--- src/rtl/core/nspc_pkg.sv ---
// Package with types, codes and the pixel conversion of the scaler.
`default_nettype none

package nspc_pkg;

    // Default output geometry and line store depth.
    localparam int OUT_WIDTH_DEF  = 1920;
    localparam int OUT_HEIGHT_DEF = 1080;
    localparam int LINE_DEPTH_DEF = 2048;

    // Field widths.
    localparam int COL_W  = 11;
    localparam int IDX_W  = 11;
    localparam int PIX_W  = 32;
    localparam int ROW_W  = 11;
    localparam int DIM_W  = 12;
    // Index times dimension, and the reciprocal multiply that follows it.
    localparam int PROD_W  = IDX_W + DIM_W;
    localparam int RECIP_W = PROD_W + 2;
    localparam int MULT_W  = PROD_W + RECIP_W;

    // Request codes.
    localparam logic [1:0] REQ_LOAD  = 2'd0;
    localparam logic [1:0] REQ_PIXEL = 2'd1;
    localparam logic [1:0] REQ_ROW   = 2'd2;

    // Configuration register indexes.
    localparam int CFG_IDX_W = 2;
    localparam logic [CFG_IDX_W-1:0] CFG_SOURCE_WIDTH  = 2'd0;
    localparam logic [CFG_IDX_W-1:0] CFG_SOURCE_HEIGHT = 2'd1;
    localparam logic [CFG_IDX_W-1:0] CFG_PIXEL_FORMAT  = 2'd2;

    // Source pixel formats.
    localparam logic FMT_RGB565 = 1'b0;
    localparam logic FMT_ARGB   = 1'b1;

    // Register reset values.
    localparam logic [DIM_W-1:0] WIDTH_RST  = 12'd1920;
    localparam logic [DIM_W-1:0] HEIGHT_RST = 12'd1080;
    localparam logic             FORMAT_RST = FMT_ARGB;

    // Largest source row that the row field can carry.
    localparam logic [ROW_W-1:0] ROW_MAX = 11'h7ff;

    typedef struct packed {
        logic [1:0]       req_type;
        logic [COL_W-1:0] column;
        logic [PIX_W-1:0] pixel_in;
        logic [IDX_W-1:0] out_index;
    } in_item_t;

    typedef struct packed {
        logic [PIX_W-1:0] out_pixel;
        logic [ROW_W-1:0] src_row;
        logic             reload;
    } out_item_t;

    // Convert a stored pixel to byte order red, green, blue, alpha.
    function automatic logic [PIX_W-1:0] convert_pixel(input logic [PIX_W-1:0] v,
                                                       input logic fmt);
        logic [7:0] r8;
        logic [7:0] g8;
        logic [7:0] b8;
        if (fmt == FMT_RGB565) begin
            r8 = {v[15:11], v[15:13]};
            g8 = {v[10:5], v[10:9]};
            b8 = {v[4:0], v[4:2]};
        end else begin
            r8 = v[23:16];
            g8 = v[15:8];
            b8 = v[7:0];
        end
        return {8'hff, b8, g8, r8};
    endfunction

endpackage

`default_nettype wire

--- src/rtl/core/nspc_scale_pipe.sv ---
// Two-stage coordinate scaler: index times size, then exact division by the output size.
`default_nettype none

module nspc_scale_pipe #(
    parameter int OUT_WIDTH  = nspc_pkg::OUT_WIDTH_DEF,
    parameter int OUT_HEIGHT = nspc_pkg::OUT_HEIGHT_DEF
) (
    input  wire logic                       aclk,
    input  wire logic                       aresetn,
    input  wire logic                       in_valid,
    output      logic                       in_ready,
    input  wire nspc_pkg::in_item_t         in_item,
    input  wire logic [nspc_pkg::DIM_W-1:0] src_width,
    input  wire logic [nspc_pkg::DIM_W-1:0] src_height,
    output      logic                       out_valid,
    input  wire logic                       out_ready,
    output      nspc_pkg::in_item_t         out_item,
    output      logic [nspc_pkg::PROD_W-1:0] out_quot
);
    import nspc_pkg::*;

    // Reciprocals that make floor(p * M >> S) equal floor(p / D) for every product p.
    localparam int W_SHIFT = PROD_W + $clog2(OUT_WIDTH);
    localparam int H_SHIFT = PROD_W + $clog2(OUT_HEIGHT);
    localparam logic [63:0] W_RECIP64 =
        ((64'd1 << W_SHIFT) + 64'(OUT_WIDTH) - 64'd1) / 64'(OUT_WIDTH);
    localparam logic [63:0] H_RECIP64 =
        ((64'd1 << H_SHIFT) + 64'(OUT_HEIGHT) - 64'd1) / 64'(OUT_HEIGHT);
    localparam logic [RECIP_W-1:0] W_RECIP = RECIP_W'(W_RECIP64);
    localparam logic [RECIP_W-1:0] H_RECIP = RECIP_W'(H_RECIP64);

    logic               v1_reg;
    logic               v1_next;
    in_item_t           item1_reg;
    logic [PROD_W-1:0]  prod1_reg;
    logic [PROD_W-1:0]  prod1_next;
    logic               v2_reg;
    logic               v2_next;
    in_item_t           item2_reg;
    logic [MULT_W-1:0]  prod2_reg;
    logic [MULT_W-1:0]  prod2_next;
    logic [DIM_W-1:0]   scale;
    logic [RECIP_W-1:0] recip;
    logic               en1;
    logic               en2;

    // A stage loads when it is empty or its item moves on.
    assign en2      = !v2_reg || out_ready;
    assign en1      = !v1_reg || en2;
    assign in_ready = en1;

    // First stage multiplies the index by the source size.
    always_comb begin
        scale      = (in_item.req_type == REQ_ROW) ? src_height : src_width;
        prod1_next = PROD_W'(in_item.out_index) * PROD_W'(scale);
        v1_next    = en1 ? in_valid : v1_reg;
    end

    // Second stage multiplies by the reciprocal of the output size.
    always_comb begin
        recip      = (item1_reg.req_type == REQ_ROW) ? H_RECIP : W_RECIP;
        prod2_next = MULT_W'(prod1_reg) * MULT_W'(recip);
        v2_next    = en2 ? v1_reg : v2_reg;
    end

    always_ff @(posedge aclk) begin
        if (!aresetn) begin
            v1_reg <= 1'b0;
            v2_reg <= 1'b0;
        end else begin
            v1_reg <= v1_next;
            v2_reg <= v2_next;
        end
    end

    always_ff @(posedge aclk) begin
        if (en1 && in_valid) begin
            item1_reg <= in_item;
            prod1_reg <= prod1_next;
        end
        if (en2 && v1_reg) begin
            item2_reg <= item1_reg;
            prod2_reg <= prod2_next;
        end
    end

    // The shift completes the division.
    assign out_valid = v2_reg;
    assign out_item  = item2_reg;
    assign out_quot  = (item2_reg.req_type == REQ_ROW) ? PROD_W'(prod2_reg >> H_SHIFT)
                                                       : PROD_W'(prod2_reg >> W_SHIFT);

endmodule

`default_nettype wire

--- config.mk ---
export PLATFORM = sky130hd
export DESIGN_NAME = nspc_scale_pipe
export DESIGN_NICKNAME = d
export VERILOG_FILES = /design/src/rtl/core/nspc_pkg.sv /design/src/rtl/core/nspc_scale_pipe.sv
export SDC_FILE = /design/constraint.sdc
export NUM_CORES = 1
export LEC_CHECK = 0
export BUFFER_PORTS_ARGS = -buffer_cell sky130_fd_sc_hd__buf_2
export CAP_MARGIN = 20
export CORE_MARGIN = 8
export CORE_UTILIZATION = 40
export CTS_BUF_LIST = sky130_fd_sc_hd__clkbuf_16
export DETAILED_ROUTE_END_ITERATION = 6
export PLACE_DENSITY = 0.66
export SYNTH_ARGS = -nofsm -noshare
export SYNTH_HDL_FRONTEND = slang
export SYNTH_SLANG_ARGS = --single-unit
--- constraint.sdc ---
create_clock -name aclk -period 7.1 [get_ports aclk]
set_clock_uncertainty 0.15 [all_clocks]
set_input_delay 1.065 -clock aclk [delete_from_list [all_inputs] [get_ports aclk]]
set_output_delay 1.065 -clock aclk [all_outputs]
set_load 0.02 [all_outputs]
==> impl_metrics.csv, run 1 <==
group,metric,value,unit
run_status,status,"finished with violations",
run_status,failed_checks,"negative setup slack",
die,die_y,247.0,um
timing,post-route-min-period,7108,ps
synth,ys_seq_area_share,21.00,%
clock_tree,cts.sinks,150,
run,cap_viol_max_count,0,
timing,slew_violations,0,
grt,grt_max_degree,80,
timing,finalHoldViolations,0,
hold_path,hold_class,"reg2reg",
cells_and_area,regArea,4484,um^2
synth,syn_area,21350,um^2
grt,track_usage,17.62,%
grt,grt_pass1_vias,16050,
clock_tree,clock_latency,440,ps
worst_setup_path,worst-endpoint-required,7150,ps
synth,synth_ff_type,"edfxtp_1",
cells_and_area,diodes,0,
synth,synth_most_common_cell,"inv_1",
timing,slew_headroom,27.88,%
synth,netlist_instances,1959,
routing,viasPerCell,4.774,
routing,vias,14050,
clock_tree,cts_max_level,4,
routing,drc,0,
clock_tree,numCtsBuffers,17,
timing,tns,-7.756,ps
die,core-area,52660,um^2
grt,grt_pass1_wl,83930,um
die,start_util,40.55,%
timing,setup_violations,1,
clock_tree,cts_root_buf,"clkbuf_16",
worst_setup_path,rrSetupSlack,-8,ps
die,dieArea,61020,um^2
placement,gp_congestion,0.9605,
synth,synthTopCellsByCount,"596 x inv_1, 381 x fa_1, 325 x ha_1, 148 x edfxtp_1, 147 x nand2_1",
cells_and_area,instances_no_fill,2942,
grt,antenna_found_initial,1,
synth,synth-edff-count,148,
worst_setup_path,crit_start,"item1_reg[54]",
cells_and_area,area_delta_synth_final,15.33,%
die,rows,84,
synth,async_flop_share,0,%
timing,fmax,0.1407,GHz
cells_and_area,nFillCells,4775,
worst_setup_path,crit_path_end,"prod2_reg[43]",
synth,synth-adder-area-share,54.77,%
routing,drtIter0Drc,743,
worst_setup_path,cp.arrival,7160,ps
routing,wirelength,51390,um
die,io_pins,165,
clock_tree,cts_tree,"built",
synth,synth_compound_gate_area_share,3.628,%
synth,synth_largest_area_cell,"fa_1",
worst_setup_path,end_kind,"register",
grt,gr-total-overflow,0,
routing,dr.pass1.iters,5,
worst_setup_path,r2r-end,"prod2_reg[43]",
timing,post-route-period-util,100.1,%
clock_tree,path_clk_slew,80,ps
placement,dp.cells,2897,
routing,drtAntennaViolNets,0,
synth,synth_warnings,0,
timing,fin_ws,-7.756,ps
die,fp.dieW,247.0,um
cells_and_area,final_util,46.76,%
worst_setup_path,r2r_start,"item1_reg[54]",
synth,synth_cell_types,59,
timing,tightest_slew,1082,ps
clock_tree,clockBufferDepth,2,
timing,holdWs,261.6,ps
synth,synth-simple-area-share,6.710,%
cells_and_area,drive_above_1_share,17.08,%
synth,avgSynthCellArea,10.90,um^2
synth,synth_mux_area_share,0.7208,%
worst_setup_path,rr_worst_depth,25,
cells_and_area,multi_input_area,14640,um^2
synth,synth_seq_cells,150,
placement,portBuffers,154,
routing,wl_per_cell,17.47,um
worst_setup_path,path_class,"reg2reg",
synth,synthXorXnorAreaFrac,1.600,%
cells_and_area,final_nets,3031,
worst_setup_path,worstPathMaxFanout,5,
placement,hpwl,44280,um
worst_setup_path,startpoint_type,"register",
clock_tree,hold_buffers,0,
synth,synth_top_family_by_area,"adder cells",
synth,yosysTopAreaCellShare,35.72,%
synth,synth_area_leaders,"fa_1 36%, edfxtp_1 21%, ha_1 19%",
timing,rsz0062_at_grt,"true",
logic make-up after synthesis:
group,count (synthesis)
other cells,2
buf+inv,644
compound gates,110
fa+ha+maj,706
flops,150
mux,14
xor+xnor,39
simple gates,294
metal layers:
layer  GRT usage (%)  vias to the layer above  share of wire, %
met4           5.594                        2               2.6
met3           2.277                       79               5.0
li1                -                     6494                 -
met2           31.19                      356                51
met1           22.16                     7114                41
met5               0                        -             0.025
worst min path at each step:
stage,from,end,slack (ps),depth (start not counted)
floorplan,item1_reg[0],out_item[0],250,0
global placement,item1_reg[31],out_item[31],250,0
detailed placement,item1_reg[0],out_item[0],250,0
CTS,item1_reg[38],out_item[38],260,0
global route,item1_reg[38],out_item[38],270,0
finish,item1_reg[38],out_item[38],260,0
cell usage in the layout (no fill, tap or decap), types with 5 or more instances in the layout:
master / n
inv_1: 587
fa_1: 376
ha_1: 323
buf_2: 154
edfxtp_1: 148
nand2_1: 142
buf_4: 117
and2_1: 49
a21oi_1: 34
conb_1: 31
xnor2_1: 28
nor2_1: 21
clkbuf_16: 19
o21ai_0: 17
nor2b_1: 14
a21o_1: 13
nand2b_1: 12
mux2_2: 11
nor3_1: 9
inv_2: 8
nand3_1: 8
nand4_1: 8
xor2_1: 8
and2_4: 5
fa_2: 5
buf_6: 5
layout make-up:
class	count	area share (%)
multi-input cells	1194	59.46
flip-flops and latches	150	18.21
inverters	596	9.101
repair buffers	282	7.454
well taps	688	3.496
clock buffers	17	1.728
clock inverters	15	0.5488
through the flow:
step | cell area [um^2] | setup WS [ps]
6_report | 24620 | -7.756
5_1_grt | 24620 | -282.2
4_1_cts | 24410 | 3.196
3_5_place_dp | 23790 | -126.5
3_3_place_gp | 23790 | -28.17
2_1_floorplan | 21460 | 54.64
worst max-delay path, cell delays in order, from the launching register on:
cell and delay (ps):
edfxtp_1 430, nor2b_4 250, buf_12 170, nand2_4 50, fa_1 510, inv_2 60, fa_1 570, inv_2 50
fa_1 490, inv_2 40, fa_1 460, fa_1 530, inv_2 40, fa_1 510, inv_2 40, fa_1 550
ha_4 220, a211oi_2 160, o21ai_1 110, a221oi_2 290, o32ai_2 120, buf_4 160, nor3b_4 250, o21ai_2 110
and4_1 200, or3_1 350
what timing repair did:
action | in CTS | in global routing
buffers inserted | 2 | 9
pin swaps | 4 | 25
cloned | 0 | 2
hold endpoints to repair | 0 | 0
endpoints found under the setup margin | 8 | 11
resized for setup | 8 | 38
Power of run 1 is left out: the tool's default activity adds up to more than one toggle a clock period on the data nets, which glitch-free logic cannot reach.
==> inputs of run 2 (changes only) <==
--- a/config.mk
+++ b/config.mk
@@ -5,9 +5,10 @@
 export SDC_FILE = /design/constraint.sdc
 export NUM_CORES = 1
 export LEC_CHECK = 0
+export ABC_AREA = 1
 export BUFFER_PORTS_ARGS = -buffer_cell sky130_fd_sc_hd__buf_2
 export CAP_MARGIN = 20
-export CORE_MARGIN = 8
+export CORE_MARGIN = 2
 export CORE_UTILIZATION = 40
 export CTS_BUF_LIST = sky130_fd_sc_hd__clkbuf_16
 export DETAILED_ROUTE_END_ITERATION = 6
==> impl_metrics.csv, run 2 <==
group,metric,value,unit
timing,slew_violations,0,
routing,highest_layer,"met4",
die,io_pins,165,
run,cap_viol_max_count,0,
synth,avgSynthCellArea,9.212,um^2
die,die_y,244.5,um
routing,wl_met1,26110,um
die,dieArea,59770,um^2
timing,finalHoldViolations,0,
timing,post-route-min-period,6720,ps
clock_tree,numCtsBuffers,17,
timing,slew_headroom,27.74,%
clock_tree,hold_buffers,0,
synth,synth_cell_types,37,
routing,drtAntennaViolNets,0,
grt,track_usage,20.65,%
synth,synth-edff-count,148,
clock_tree,path_clk_slew,70,ps
cells_and_area,nFillCells,5614,
cells_and_area,multi_input_area,15730,um^2
clock_tree,cts_tree,"built",
synth,synth_seq_cells,150,
cells_and_area,final_nets,3516,
clock_tree,cts_max_level,4,
synth,synth_most_common_cell,"inv_1",
cells_and_area,area_delta_synth_final,11.54,%
worst_setup_path,path_class,"reg2reg",
grt,gr-total-overflow,0,
timing,holdWs,271.2,ps
worst_setup_path,worstPathMaxFanout,37,
routing,drc,0,
placement,hpwl,51170,um
cells_and_area,regArea,4484,um^2
run_status,status,"finished clean",
synth,synth_largest_area_cell,"fa_1",
clock_tree,cts.sinks,150,
clock_tree,clockBufferDepth,2,
die,start_util,40.25,%
timing,tightest_slew,1082,ps
placement,portBuffers,154,
worst_setup_path,worst-endpoint-required,7180,ps
cells_and_area,diodes,0,
synth,synth_warnings,0,
timing,tns,0,ps
grt,grt_max_degree,58,
worst_setup_path,end_kind,"register",
synth,synthTopCellsByCount,"758 x inv_1, 397 x nand2_1, 381 x fa_1, 325 x ha_1, 156 x nor2_1",
synth,syn_area,23130,um^2
routing,dr.pass1.iters,5,
routing,drtIter0Drc,1012,
placement,gp_congestion,0.9598,
die,rows,88,
synth,yosysTopAreaCellShare,32.97,%
timing,fmax,0.1488,GHz
routing,viasPerCell,4.702,
routing,wirelength,58380,um
clock_tree,cts_root_buf,"clkbuf_16",
routing,route.met3.wl,3358,um
grt,grt_pass1_vias,17650,
timing,setup_violations,0,
synth,synth_area_leaders,"fa_1 33%, edfxtp_1 19%, ha_1 18%",
timing,post-route-period-util,94.64,%
hold_path,hold_class,"reg2reg",
routing,vias,16480,
timing,rsz0062_at_grt,"false",
synth,ys_seq_area_share,19.39,%
worst_setup_path,startpoint_type,"register",
worst_setup_path,cp.arrival,6800,ps
die,fp.dieW,244.5,um
die,core-area,57480,um^2
cells_and_area,layout_commonest_cell,"inv_1",
routing,dr_wl_met2,27770,um
clock_tree,clock_latency,480,ps
cells_and_area,layout_common_cells,"757 x inv_1, 397 x nand2_1, 381 x fa_1",
cells_and_area,drive_above_1_share,11.39,%
routing,wl_per_cell,16.66,um
synth,netlist_instances,2511,
synth,async_flop_share,0,%
grt,antenna_found_initial,0,
grt,grt_pass1_wl,94910,um
synth,synth_ff_type,"edfxtp_1",
-- run 2: cell types whose count changed after synthesis, moves of 20 or more --
cell	previous run	this run
xnor2_1	30	10
a21oi_1	35	73
nor2_1	22	156
and2_1	54	1
nand2_1	147	397
nand3_1	8	33
o21ai_0	18	44
inv_1	596	758
-- run 2: through the flow --
| stage | std cells | worst slack [ps] | util, % | area, um^2 |
|---|---|---|---|---|
| after floorplan | 2540 | 689.3 | - | 23240 |
| after global placement | 3472 | 298.1 | 43.78 | 25160 |
| after detailed placement | 3472 | 238.6 | 43.78 | 25160 |
| after CTS | 3504 | 224.3 | 44.86 | 25780 |
| after global routing | 3504 | 6.188 | 44.89 | 25800 |
| final | 3504 | 380.4 | 44.89 | 25800 |
-- run 2: worst max-delay path, cell delays in order, from the launching register on --
cell and delay, ps:
edfxtp_1 450, nand2_2 130, buf_12 220, inv_1 90, buf_4 200, o21ai_0 430
ha_1 340, fa_1 490, inv_1 60, fa_1 530, inv_1 50, fa_1 490
fa_1 460, fa_1 520, inv_1 50, fa_1 470, inv_1 40, ha_1 300
nand2_1 120, nor2_1 190, inv_1 60, nor2_1 130, nand3_1 100, nor3_1 150
nand2_1 110, nand4_1 80, nand2_1 60
-- run 2: kinds of logic (layout without fill, tap and decap cells) --
| group | count (synthesis) | count (layout) | share of synthesized area (%) |
|---|---|---|---|
| AOI/OAI and AO/OA | 155 | 155 | 3.727 |
| buffers and inverters | 803 | 1002 | 13.21 |
| DFF | 150 | 150 | 19.39 |
| adders and majority gates | 706 | 706 | 50.55 |
| other | 2 | 31 | 0.03247 |
| and+or+nand+nor | 673 | 673 | 12.26 |
| xor gates and xnor gates | 22 | 22 | 0.8330 |
-- run 2: worst paths after layout --
path / startpoint / to / slack [ps] / cells past startpoint
worst max-delay path: item1_reg[55] / prod2_reg[41] / 380 / 26
worst min-delay path: item1_reg[2] / out_item[2] / 270 / 0
worst max register to register: item1_reg[55] / prod2_reg[41] / 380 / 26
worst min register to register: item1_reg[2] / out_item[2] / 270 / 0
-- run 2: area by class of cell --
class	instances	share of cell area, %
multi-input cells	1587	60.96
flip-flops and latches	150	17.38
inverters	773	11.25
repair buffers	197	4.287
well taps	765	3.710
clock buffers	17	1.649
clock inverters	15	0.7614
-- run 2: metal layers --
| layer | global-route usage (%) | up-vias |
|---|---|---|
| met5 | 0 | - |
| met4 | 4.788 | 0 |
| met3 | 3.534 | 64 |
| met2 | 34.66 | 477 |
| met1 | 27.90 | 8026 |
| li1 | - | 7909 |
-- run 2: what timing repair did --
| action | CTS | global route |
|---|---|---|
| endpoints found under the setup margin | 0 | 4 |
| gates resized for setup | 0 | 5 |
| buffers inserted | 0 | 0 |
Power of run 2 is left out for the same reason.
